[src/hw/rtl/assert_macros.svh]
// Assertion macros for the RTL; used by switch_to_midi_message_top.
`ifndef ASSERT_MACROS_SVH
`define ASSERT_MACROS_SVH

// Implication checked on every rising clk edge, masked while rst is high.
`define ASSERT_CLK(lbl, prop, msg) \
  lbl: assert property (@(posedge clk) disable iff (rst) prop) else $error(msg);

// Same check, no reset mask.
`define ASSERT_ALWAYS(lbl, prop, msg) \
  lbl: assert property (@(posedge clk) prop) else $error(msg);

`endif

[src/hw/rtl/swmidi_pkg.sv]
// Package: codes, register indexes, message types and helpers for the switch-to-MIDI block.
`default_nettype none
package swmidi_pkg;

  // Item opcodes (carried in s_tuser)
  localparam logic [2:0] OP_PRESS   = 3'd0;
  localparam logic [2:0] OP_RELEASE = 3'd1;
  localparam logic [2:0] OP_POLL    = 3'd2;
  localparam logic [2:0] OP_RESEND  = 3'd3;
  localparam logic [2:0] OP_WRITE   = 3'd4;

  // Switch modes
  localparam logic [2:0] MODE_MOMENTARY = 3'd0;
  localparam logic [2:0] MODE_LATCH     = 3'd1;
  localparam logic [2:0] MODE_TRIGGER   = 3'd2;
  localparam logic [2:0] MODE_NOTE      = 3'd3;
  localparam logic [2:0] MODE_DRUM      = 3'd4;

  // Configuration register indexes
  localparam logic [2:0] REG_SWITCH_MODE    = 3'd0;
  localparam logic [2:0] REG_CONTROL_NUMBER = 3'd1;
  localparam logic [2:0] REG_SHIFT_NUMBER   = 3'd2;
  localparam logic [2:0] REG_OUT_HIGH       = 3'd3;
  localparam logic [2:0] REG_OUT_LOW        = 3'd4;
  localparam logic [2:0] REG_CHANNEL_NUMBER = 3'd5;
  localparam logic [2:0] REG_ON_MESSAGE     = 3'd6;
  localparam logic [2:0] REG_OFF_MESSAGE    = 3'd7;

  // MIDI status types
  localparam logic [7:0] NOTE_ON_TYPE  = 8'h90;
  localparam logic [7:0] NOTE_OFF_TYPE = 8'h80;
  localparam logic [7:0] CC_TYPE       = 8'hB0;

  localparam logic [7:0] DRUM_HOLD_MS = 8'd50;
  localparam logic [7:0] MS_MAX       = 8'd255;
  localparam logic [8:0] RET_NONE     = 9'h1FF;
  localparam logic [8:0] RET_REALTIME = 9'd1;

  localparam int CFG_WIDTH = 24;

  typedef struct packed {
    logic [8:0] return_value;
    logic [4:0] msg_channel;
    logic [7:0] msg_data2;
    logic [7:0] msg_data1;
    logic [7:0] msg_status;
  } result_t;

  function automatic logic is_realtime(input logic [7:0] n);
    is_realtime = (n == 8'hF8) || (n == 8'hFA) || (n == 8'hFB) ||
                  (n == 8'hFC) || (n == 8'hFF);
  endfunction

endpackage
`default_nettype wire

[src/hw/rtl/switch_to_midi_message_top.sv]
// Top level: switch events in, MIDI message fields out, with configuration registers.
// Registered: result in the output register in the cycle after the input transfer.
// Throughput: 1 item per cycle if not stalled; one pass over latch flag and timer.
// s_tready is high whenever the output register is empty or being drained.
// Reset (rst, synchronous): registers take their default values, latch flag off,
// timer zero, output register empty.
`default_nettype none
`include "assert_macros.svh"
module switch_to_midi_message_top (
  input  wire logic                              clk,
  input  wire logic                              rst,
  input  wire logic                              cfg_we,
  input  wire logic [2:0]                        cfg_index,
  input  wire logic [swmidi_pkg::CFG_WIDTH-1:0]  cfg_data,
  input  wire logic                              s_tvalid,
  output      logic                              s_tready,
  // [0] shift_active, [1] latch_value, [9:2] ms_elapsed, [15:10] zero
  input  wire logic [15:0]                       s_tdata,
  // [2:0] opcode
  input  wire logic [2:0]                        s_tuser,
  output      logic                              m_tvalid,
  input  wire logic                              m_tready,
  // [7:0] msg_status, [15:8] msg_data1, [23:16] msg_data2, [28:24] msg_channel,
  // [37:29] return_value, [39:38] zero
  output      logic [39:0]                       m_tdata,
  // [0] msg_valid
  output      logic [0:0]                        m_tuser
);

  logic [2:0]  switch_mode;
  logic [7:0]  control_number;
  logic [7:0]  shift_number;
  logic [6:0]  out_high;
  logic [6:0]  out_low;
  logic [4:0]  channel_number;
  logic [23:0] on_message;
  logic [23:0] off_message;

  logic        latched_on, latched_on_next;
  logic [7:0]  ms_since_on, ms_since_on_next;

  swmidi_pkg::result_t res, res_next;
  logic                msg_valid, msg_valid_next;

  logic       accept;
  logic [2:0] opcode;
  logic       shift_active;
  logic       latch_value;
  logic [7:0] ms_elapsed;
  logic [8:0] ms_sum;
  logic [7:0] ms_sat;
  logic       rt;
  logic [7:0] num;
  logic       on_custom, off_custom;
  logic       as_note;

  assign opcode       = s_tuser;
  assign shift_active = s_tdata[0];
  assign latch_value  = s_tdata[1];
  assign ms_elapsed   = s_tdata[9:2];

  assign s_tready = !m_tvalid || m_tready;
  assign accept   = s_tvalid && s_tready;

  assign ms_sum = {1'b0, ms_since_on} + {1'b0, ms_elapsed};
  assign ms_sat = ms_sum[8] ? swmidi_pkg::MS_MAX : ms_sum[7:0];

  assign rt         = swmidi_pkg::is_realtime(control_number);
  assign num        = (shift_active && shift_number != 8'd0) ? shift_number : control_number;
  assign on_custom  = on_message[23:16] != 8'd0;
  assign off_custom = off_message[23:16] != 8'd0;

  // Decision for one item; do_on/do_off follow the on and off message rules.
  always_comb begin
    logic emit;
    logic do_on;
    logic do_off;
    logic [7:0] st, d1, d2;
    emit   = 1'b0;
    do_on  = 1'b0;
    do_off = 1'b0;
    st     = 8'd0;
    d1     = 8'd0;
    d2     = 8'd0;
    as_note = 1'b0;
    latched_on_next  = latched_on;
    ms_since_on_next = ms_sat;
    res_next.return_value = swmidi_pkg::RET_NONE;

    if (opcode == swmidi_pkg::OP_WRITE) begin
      latched_on_next = latch_value;
    end else if (opcode == swmidi_pkg::OP_RESEND) begin
      emit = 1'b1;
      if (rt) begin
        st = control_number;
      end else begin
        st = swmidi_pkg::CC_TYPE;
        d1 = control_number;
        d2 = {1'b0, latched_on ? out_high : out_low};
      end
      res_next.return_value = {2'b00, latched_on ? out_high : out_low};
    end else if (opcode == swmidi_pkg::OP_PRESS) begin
      if (!latched_on) begin
        do_on   = 1'b1;
        as_note = (switch_mode == swmidi_pkg::MODE_NOTE) ||
                  (switch_mode == swmidi_pkg::MODE_DRUM);
        ms_since_on_next = 8'd0;
        latched_on_next  = 1'b1;
      end else if (switch_mode == swmidi_pkg::MODE_TRIGGER ||
                   switch_mode == swmidi_pkg::MODE_DRUM) begin
        do_on   = 1'b1;
        as_note = switch_mode == swmidi_pkg::MODE_DRUM;
      end else begin
        do_off = 1'b1;
        latched_on_next = 1'b0;
      end
    end else if (opcode == swmidi_pkg::OP_RELEASE &&
                 (switch_mode == swmidi_pkg::MODE_MOMENTARY ||
                  switch_mode == swmidi_pkg::MODE_NOTE)) begin
      do_off = 1'b1;
      latched_on_next = 1'b0;
    end else begin
      // poll, unused opcodes, release in latching modes: drum auto-clear after the hold time
      if (latched_on && switch_mode == swmidi_pkg::MODE_DRUM &&
          ms_sat > swmidi_pkg::DRUM_HOLD_MS) begin
        latched_on_next = 1'b0;
      end
    end

    if (do_on) begin
      emit = 1'b1;
      priority if (on_custom) begin
        st = on_message[23:16];
        d1 = on_message[15:8];
        d2 = on_message[7:0];
      end else if (rt) begin
        st = control_number;
      end else begin
        st = as_note ? swmidi_pkg::NOTE_ON_TYPE : swmidi_pkg::CC_TYPE;
        d1 = num;
        d2 = {1'b0, out_high};
      end
      res_next.return_value = rt ? swmidi_pkg::RET_REALTIME : {1'b0, num};
    end

    if (do_off) begin
      priority if (off_custom) begin
        emit = 1'b1;
        st = off_message[23:16];
        d1 = off_message[15:8];
        d2 = off_message[7:0];
      end else if (!rt) begin
        emit = 1'b1;
        st = (switch_mode == swmidi_pkg::MODE_NOTE) ? swmidi_pkg::NOTE_OFF_TYPE
                                                    : swmidi_pkg::CC_TYPE;
        d1 = num;
        d2 = {1'b0, out_low};
      end
      res_next.return_value = {2'b00, out_low};
    end

    msg_valid_next       = emit;
    res_next.msg_status  = st;
    res_next.msg_data1   = d1;
    res_next.msg_data2   = d2;
    res_next.msg_channel = emit ? channel_number : 5'd0;
  end

  always_ff @(posedge clk) begin
    if (rst) begin
      switch_mode    <= swmidi_pkg::MODE_MOMENTARY;
      control_number <= 8'd0;
      shift_number   <= 8'd0;
      out_high       <= 7'd127;
      out_low        <= 7'd0;
      channel_number <= 5'd1;
      on_message     <= 24'd0;
      off_message    <= 24'd0;
    end else if (cfg_we) begin
      unique case (cfg_index)
        swmidi_pkg::REG_SWITCH_MODE:    switch_mode    <= cfg_data[2:0];
        swmidi_pkg::REG_CONTROL_NUMBER: control_number <= cfg_data[7:0];
        swmidi_pkg::REG_SHIFT_NUMBER:   shift_number   <= cfg_data[7:0];
        swmidi_pkg::REG_OUT_HIGH:       out_high       <= cfg_data[6:0];
        swmidi_pkg::REG_OUT_LOW:        out_low        <= cfg_data[6:0];
        swmidi_pkg::REG_CHANNEL_NUMBER: channel_number <= cfg_data[4:0];
        swmidi_pkg::REG_ON_MESSAGE:     on_message     <= cfg_data[23:0];
        swmidi_pkg::REG_OFF_MESSAGE:    off_message    <= cfg_data[23:0];
        default: ;
      endcase
    end
  end

  always_ff @(posedge clk) begin
    if (rst) begin
      latched_on  <= 1'b0;
      ms_since_on <= 8'd0;
      m_tvalid    <= 1'b0;
    end else begin
      if (accept) begin
        latched_on  <= latched_on_next;
        ms_since_on <= ms_since_on_next;
        m_tvalid    <= 1'b1;
      end else if (m_tready) begin
        m_tvalid <= 1'b0;
      end
    end
  end

  // Payload register, no reset needed
  always_ff @(posedge clk) begin
    if (accept) begin
      res       <= res_next;
      msg_valid <= msg_valid_next;
    end
  end

  assign m_tdata = {2'b00, res};
  assign m_tuser = msg_valid;

  `ASSERT_CLK(a_idle_fields_zero,
    (m_tvalid && !m_tuser[0]) |-> (m_tdata[28:0] == 29'd0),
    "fields set without a message")
  `ASSERT_CLK(a_msg_has_return,
    (m_tvalid && m_tuser[0]) |-> (m_tdata[37:29] != swmidi_pkg::RET_NONE),
    "message with no return value")
  `ASSERT_CLK(a_press_turns_on,
    (accept && opcode == swmidi_pkg::OP_PRESS && !latched_on) |=>
      (latched_on && ms_since_on == 8'd0),
    "press did not latch or clear timer")
  `ASSERT_CLK(a_write_state,
    (accept && opcode == swmidi_pkg::OP_WRITE) |=> (latched_on == $past(latch_value)),
    "write did not set latch flag")
  `ASSERT_CLK(a_timer_hold, (!accept) |=> $stable(ms_since_on),
    "timer moved without a transfer")

endmodule
`default_nettype wire

[config.mk]
export PLATFORM = sky130hd
export DESIGN_NAME = switch_to_midi_message_top
export DESIGN_NICKNAME = d
export VERILOG_FILES = /design/src/hw/rtl/swmidi_pkg.sv /design/src/hw/rtl/switch_to_midi_message_top.sv
export VERILOG_INCLUDE_DIRS = /design/src /design/src/hw/rtl
export SDC_FILE = /design/constraint.sdc
export NUM_CORES = 1
export LEC_CHECK = 0
export BUFFER_PORTS_ARGS = -buffer_cell sky130_fd_sc_hd__buf_2
export CAP_MARGIN = 15
export CORE_UTILIZATION = 57
export DETAILED_ROUTE_END_ITERATION = 12
export GPL_ROUTABILITY_DRIVEN = 0
export PLACE_DENSITY = 0.8
export SYNTH_ARGS = -nofsm -noshare
export SYNTH_HDL_FRONTEND = slang
export SYNTH_SLANG_ARGS = --single-unit
export TNS_END_PERCENT = 20
[constraint.sdc]
create_clock -name clk -period 2.79 [get_ports clk]
set_input_delay 0 -clock clk [delete_from_list [all_inputs] [get_ports clk]]
set_output_delay 0 -clock clk [all_outputs]
set_load 0.02 [all_outputs]
==> parameters.txt, run 1 <==
Parameter                              Value

Outcome
  Run status    completed

Worst hold path
  Hold Crit Class    input pin to flop
  End point of the most critical hold path    latched_on
  Number of cells traversed by the worst hold path    5
  HP Start    s_tuser[0]

STA
  Final Setup Violations    0
  Setup repair after global routing missed its margin    false
  Rel. slew slack    38.0%
  Clk_skew    0.00887 ns
  Maximum clock frequency    416 MHz
  Final max-slew violation count    0
  Final sum of negative setup slack    0 ns
  Final number of hold-violating endpoints    0
  Transition at the pin with the smallest max-transition slack    0.931 ns
  Minimum period implied by the final worst setup slack    2.40 ns
  Post-route fraction of the period consumed by the critical path    86.1%

Die
  Die footprint    0.0115 mm²
  Starting density of the core    58.3%
  Boundary Pins    94
  Die X-Extent    107 µm
  Chip height    107 µm
  Number of rows in the core area    38
  Area of the placeable core    0.0108 mm²

Clock tree
  Number of sinks on the clock net    135
  Latest clock arrival within the worst-skew pair    0.53 ns
  CTS Root Cell    sky130_fd_sc_hd__clkbuf_8
  Max H-tree Level    4
  Total CTS buffers    17
  CTS tree    done
  Clock Path Buffers    2
  Clock-pin slew on the worst setup and hold paths    0.06 ns

Global route
  Pin count of the biggest net entering global routing    51
  Final global-route overflow total    0
  Global-route usage over all layers    32.1%
  Global-route wire length before repair    28.2 mm
  Number of global-route vias before repair    5,786
  Number of antenna violations at the first check in global routing    0

Synth
  Commonest cells in the netlist    sky130_fd_sc_hd__nand2_1, sky130_fd_sc_hd__dfxtp_1, sky130_fd_sc_hd__a21oi_1
  Part of the Yosys area used for sequential elements    49.1%
  Dominant combinational cell family by area after synthesis    simple AND/OR/NAND/NOR gates
  Synth warnings    0
  Simple-gate share of the synthesized area    21.4%
  Total standard cell area after synthesis    0.00630 mm²
  Average cell area after synthesis    8.93 µm²
  Number of synthesized register bits    135
  Number of instances in the synthesized netlist    705
  Number of synthesized flops with an enable pin    39
  Most numerous cell in the Yosys netlist    sky130_fd_sc_hd__nand2_1
  Fraction of post-synthesis cell area in the top cell type by area    30.5%
  Main synth FF type    sky130_fd_sc_hd__dfxtp_1
  Adder-Cell Fraction of Synth Area    1.91%
  Multiplexer share of the synthesized area    2.94%
  Number of library cell types mapped by synthesis    69
  Post-synthesis share of cell area spent on xor and xnor gates    0.696%
  Async set-or-reset flop fraction in the synthesized netlist    0%
  Biggest area consumer among synthesized cells    sky130_fd_sc_hd__dfxtp_1
  Compound-cell area share of the yosys netlist    20.6%
  Synth top area cells    sky130_fd_sc_hd__dfxtp_1, sky130_fd_sc_hd__edfxtp_1, sky130_fd_sc_hd__nand2_1

Setup path
  Critical Path Fanout Max    7
  Worst reg2reg path startpoint    shift_number[4]
  Slowest cell delay on critical path    0.57 ns
  Crit path kind    flop to flop
  Endpoint of the worst-slack reg-to-reg timing path    m_tdata[10]
  Crit. End Element    flop
  R2R depth    5
  Data arrival time at the worst-slack endpoint    2.66 ns
  Minimum setup slack among reg-to-reg paths    0.39 ns
  Buffers plus inverters on the worst setup path    0
  Category of cells accounting for the largest share of critical-path delay    compound AO/OA/AOI/OAI gates
  Data required, critical path    3.04 ns
  CP max stage cell    sky130_fd_sc_hd__or4_4
  Critical Path Source Type    flop
  List of cells traversed by the critical path    or4_4 -> o21ai_2 -> mux2_2 -> a222oi_1 -> o21ai_1

Finish
  P&R area growth vs syn    22.1%
  Final Util    71.2%
  Final-stage net count    876
  Number of inserted diodes    0
  Proportion of layout cells with a drive suffix above 1    17.9%

Pwr
  Peak VDD IR    469 µV
  Power per unit of standard cell area    638 mW/mm²
  Static Leakage    3.02 nW
  Total chip power    4.90 mW

Route
  Detailed-route vias per instance    6.19
  Antenna viol nets, final    0
  Total iterations of the first detailed-routing run    9
  Wire per inst    18.6 µm
  Via count    5,998
  Wirelength, routed    18.0 mm
  DRT iter0 DRCs    611
  Remaining design rule violation count    0

Placed design
  Total half-perimeter wirelength after legalization and detailed placement    11.5 mm
  Quantity of I/O buffers inserted on ports    85

Flow run
  Maxcap violations    0
[timing repair]
item	4_1_cts	5_1_grt
setup buffers	0	0
endpoints found under the setup margin	0	0
hold buffers	30	0
resized for setup	0	0
hold endpoints to repair	89	0
[layer usage]
layer | wire length, µm | vias up | track usage [%] | share of wire (%)
li1 | - | 2751 | - | -
met3 | 1440 | 65 | 7.23 | 8.0
met1 | 7050 | 2860 | 37.9 | 39
met5 | 0 | - | 0 | 0
met2 | 8810 | 322 | 54.2 | 49
met4 | 678 | 0 | 17.4 | 3.8
[placed cells by master, fill, tap and decap left out, drive strengths merged, types with 3 or more instances in the layout]
cell type | Yosys | layout
o221ai | 7 | 7
a22oi | 12 | 12
a2111oi | 3 | 3
o221a | 4 | 4
nand2 | 176 | 176
dlygate4sd3 | 0 | 30
or3 | 4 | 4
nand3 | 11 | 11
a22o | 7 | 7
ha | 8 | 8
inv | 8 | 8
a21o | 7 | 7
nor2b | 11 | 11
and3b | 3 | 3
and3 | 11 | 11
a221o | 5 | 5
xor2 | 3 | 3
clkbuf | 35 | 29
nand3b | 8 | 8
dfxtp | 96 | 96
a21oi | 96 | 96
buf | 5 | 101
o41ai | 3 | 3
o21ai | 21 | 21
a222oi | 4 | 4
nand2b | 7 | 7
a31oi | 4 | 4
or4 | 5 | 5
nor3 | 12 | 12
edfxtp | 39 | 39
nor2 | 33 | 33
mux2 | 4 | 4
mux2i | 14 | 14
nor4 | 3 | 3
and2 | 6 | 6
[through the flow]
| stage | area, µm² | hold WS [ns] | setup slack [ns] | cells |
|---|---|---|---|---|
| after floorplan | 6300 | 0.121 | 0.440 | 706 |
| after global placement | 6850 | 0.253 | 0.537 | 907 |
| after detailed placement | 6850 | 0.259 | 0.452 | 907 |
| after CTS | 7690 | 0.0281 | 0.430 | 969 |
| after global routing | 7690 | 0.0711 | 0.191 | 969 |
| final | 7690 | 0.0499 | 0.387 | 969 |
[state kept, by name, summed over array words and instances, names as in the netlist, 3 cells and up]
signal and count:
channel_number 5, out_high 7, shift_number 8, switch_mode 3, m_tdata 38, on_message 24
ms_since_on 8, out_low 7, off_message 24, control_number 8
[cells by family (layout without fill, tap and decap cells)]
| group | after synthesis | after routing |
|---|---|---|
| and+or+nand+nor | 295 | 295 |
| AOI/OAI and AO/OA | 194 | 194 |
| DFF | 135 | 135 |
| buffers and inverters | 48 | 171 |
| muxes | 18 | 18 |
| adders and majority gates | 9 | 9 |
| xor gates and xnor gates | 5 | 5 |
| other | 1 | 2 |
[worst min-delay path: cells and delay by family]
family	cells	cell delay, ns
AND/OR/NAND/NOR	1	0.07
AO/OA/AOI/OAI	3	0.32
buffers and inverters	1	0.16
[worst max-delay path by stage]
stage / from / end / slack [ns] / cells after the start
after floorplan: m_tvalid / latched_on / 0.44 / 7
after global placement: shift_number[4] / m_tdata[15] / 0.54 / 5
after detailed placement: ms_since_on[0] / ms_since_on[4] / 0.45 / 7
after CTS: ms_since_on[0] / ms_since_on[4] / 0.43 / 7
after global routing: ms_since_on[0] / ms_since_on[4] / 0.19 / 7
final: shift_number[4] / m_tdata[10] / 0.39 / 5
[report_power, final]
group | internal (mW) | switching [mW]
Combinational | 0.248 | 0.416
Sequential | 2.11 | 0.0470
Clock | 1.28 | 0.801
Total | 3.64 | 1.26
[cell type report]
cell class	count	area (µm²)
Tap cell	140	175
Sequential cell	135	3090
Inverter	8	30.0
Clock buffer	29	500
Multi-Input combinational cell	523	3000
Timing Repair Buffer	131	846
Clock inverter	3	40.0
Fill cell	780	3110
No activity file was read; power rests on OpenSTA's default activity.
==> inputs of run 2 (changes only) <==
- SKIP_LAST_GASP: not set -> 1
- clock period: 2.79 -> 2.75 ns (I/O delays scaled with it)
==> run 2 against run 1 <==
Against the previous run: critical path type unchanged; clock skew about the same; first-iteration DRC count is 9.7% higher; hold slack got worse by 0.037 ns; count of clock-buffer cells in the layout decreased by 3; combinational power increased by 1%; core utilization rose by 0.78 points; critical endpoint unchanged; final area rose by 1.1%; non-clock buffer count is 3 higher; register-to-register slack worse by 0.02 ns; sequential share of layout area is 0.43 points lower.
==> parameters.txt, run 2 (same netlist as run 1, synthesis figures left out) <==
Parameter                              Value

Outcome
  Run status    completed (unchanged)

Setup path
  Category of cells accounting for the largest share of critical-path delay    compound AO/OA/AOI/OAI gates (unchanged)
  List of cells traversed by the critical path    or4_4 -> o21ai_2 -> mux2_2 -> a222oi_1 -> o21ai_1 (unchanged)
  Crit. End Element    flop (unchanged)
  Data required, critical path    3.02 ns (was 3.04 ns)
  Critical Path Source Type    flop (unchanged)
  Data arrival time at the worst-slack endpoint    2.65 ns (was 2.66 ns)
  Crit path kind    flop to flop (unchanged)
  CP max stage cell    sky130_fd_sc_hd__or4_4 (unchanged)
  Buffers plus inverters on the worst setup path    0 (unchanged)
  Slowest cell delay on critical path    0.56 ns (was 0.57 ns)
  Critical Path Fanout Max    7 (unchanged)

Finish
  Final Util    72.0% (was 71.2%)
  Number of flip-flops in the largest register    38 (unchanged)
  Commonest non-fill, non-tap cell in the layout    sky130_fd_sc_hd__nand2_1 (unchanged)
  Fill cells    781 (was 780)
  Non-filler cells in the finished layout    972 (was 969)
  Number of inserted diodes    0 (unchanged)
  Final-stage net count    879 (was 876)
  Commonest non-fill, non-tap cells in the layout    sky130_fd_sc_hd__nand2_1, sky130_fd_sc_hd__dfxtp_1, sky130_fd_sc_hd__a21oi_1 (unchanged)
  Proportion of layout cells with a drive suffix above 1    18.9% (was 17.9%)
  P&R area growth vs syn    23.4% (was 22.1%)

STA
  Minimum period implied by the final worst setup slack    2.38 ns (was 2.40 ns)
  Maximum clock frequency    420 MHz (was 416 MHz)
  Final max-slew violation count    0 (unchanged)
  Rel. slew slack    40.3% (was 38.0%)
  Post-route fraction of the period consumed by the critical path    86.6% (was 86.1%)
  Final Setup Violations    0 (unchanged)
  Final sum of negative setup slack    0 ns (unchanged)
  Setup repair after global routing missed its margin    false (unchanged)
  Transition at the pin with the smallest max-transition slack    0.891 ns (was 0.931 ns)
  Clk_skew    0.00886 ns (was 0.00887 ns)
  Final setup slack of the worst path    0.369 ns (was 0.387 ns)
  Final number of hold-violating endpoints    0 (unchanged)

Route
  Antenna viol nets, final    0 (unchanged)
  Via count    5,972 (was 5,998)
  Length of routed met2 wiring    8.82 mm (was 8.81 mm)
  Total length of routed met3 wires    1.56 mm (was 1.44 mm)
  Wirelength, routed    17.9 mm (was 18.0 mm)
  Routed length on met1    6.91 mm (was 7.05 mm)
  Wire per inst    18.4 µm (was 18.6 µm)
  Total iterations of the first detailed-routing run    6 (was 9)
  Detailed-route vias per instance    6.14 (was 6.19)
  Remaining design rule violation count    0 (unchanged)
  DRT iter0 DRCs    670 (was 611)
  Highest routed layer    met4 (unchanged)

Die
  Die footprint    0.0115 mm² (unchanged)
  Number of rows in the core area    38 (unchanged)
  Die X-Extent    107 µm (unchanged)
  Chip height    107 µm (unchanged)
  Starting density of the core    58.3% (unchanged)
  Boundary Pins    94 (unchanged)
  Area of the placeable core    0.0108 mm² (unchanged)

Global route
  Global-route usage over all layers    32.5% (was 32.1%)
  Number of antenna violations at the first check in global routing    0 (unchanged)
  Final global-route overflow total    0 (unchanged)
  Global-route wire length before repair    28.4 mm (was 28.2 mm)
  Number of global-route vias before repair    5,897 (was 5,786)
  Pin count of the biggest net entering global routing    41 (was 51)

Pwr
  Static Leakage    3.08 nW (was 3.02 nW)
  Power per unit of standard cell area    664 mW/mm² (was 638 mW/mm²)
  Peak VDD IR    629 µV (was 469 µV)
  Total chip power    5.16 mW (was 4.90 mW)

Clock tree
  Clock Path Buffers    2 (unchanged)
  CTS tree    done (unchanged)
  Number of cells upsized or downsized after cts    0 (unchanged)
  CTS Root Cell    sky130_fd_sc_hd__clkbuf_8 (unchanged)
  Total CTS buffers    17 (unchanged)
  Max H-tree Level    4 (unchanged)
  Latest clock arrival within the worst-skew pair    0.55 ns (was 0.53 ns)
  Number of sinks on the clock net    135 (unchanged)
  Clock-pin slew on the worst setup and hold paths    0.06 ns (about the same)

Placed design
  Quantity of I/O buffers inserted on ports    85 (unchanged)
  Cell count after placement    910 (was 907)
  Pre-CTS setup slack    0.457 ns (was 0.452 ns)
  Total half-perimeter wirelength after legalization and detailed placement    11.9 mm (was 11.5 mm)

Worst hold path
  Hold Crit Class    input pin to flop (unchanged)

Flow run
  Maxcap violations    0 (unchanged)
## run 2: cell count changes in the layout (fill, tap and decap cells not counted), sizes merged
cell and delta:
buf +3, clkbuf -3, inv +2, bufinv +1
## run 2: cell type report
type / count / area, µm² / share of cell area [%]
Clock buffer: 26 / 519 / 6.68
Clock inverter: 6 / 82.6 / 1.06
Inverter: 8 / 30.0 / 0.386
Multi-Input combinational cell: 523 / 3000 / 38.6
Sequential cell: 135 / 3090 / 39.8
Tap cell: 140 / 175 / 2.25
Timing Repair Buffer: 134 / 868 / 11.2
## run 2: worst reg2reg max path, stage by stage (launching register included)
cell	delay, ns
sky130_fd_sc_hd__dfxtp_1	0.32
sky130_fd_sc_hd__or4_4	0.56
sky130_fd_sc_hd__o21ai_2	0.39
sky130_fd_sc_hd__mux2_2	0.44
sky130_fd_sc_hd__a222oi_1	0.25
sky130_fd_sc_hd__o21ai_1	0.14
## run 2: through the flow
step | hold WS, ns | cell area [µm²]
floorplan | 0.121 | 6300
global placement | 0.256 | 6870
detailed placement | 0.258 | 6870
CTS | 0.00563 | 7770
global route | 0.0234 | 7770
finish | 0.0133 | 7770
## run 2: layer usage
metal  global-route usage, %  up-vias
met4                    16.2        0
met3                    7.66       71
met5                       0        -
li1                        -     2757
met2                    55.6      361
met1                    38.0     2783
## run 2: what timing repair did
item | in CTS | in global routing
hold endpoints to repair | 89 | 0
buffers inserted | 0 | 0
hold buffers | 30 | 0
## run 2: power by group
group | switching (mW) | leakage (nW) | internal, mW
clock network | 0.834 | 0.301 | 1.46
logic | 0.418 | 1.61 | 0.254
registers | 0.0480 | 1.16 | 2.14
## run 2: worst paths after layout
check             startpoint             end  slack, ns  cells after the start
max          shift_number[4]     m_tdata[10]       0.37                      5
min               s_tdata[3]  ms_since_on[1]       0.01                      4
max reg2reg  shift_number[4]     m_tdata[10]       0.37                      5
min reg2reg   ms_since_on[3]  ms_since_on[3]       0.46                      2
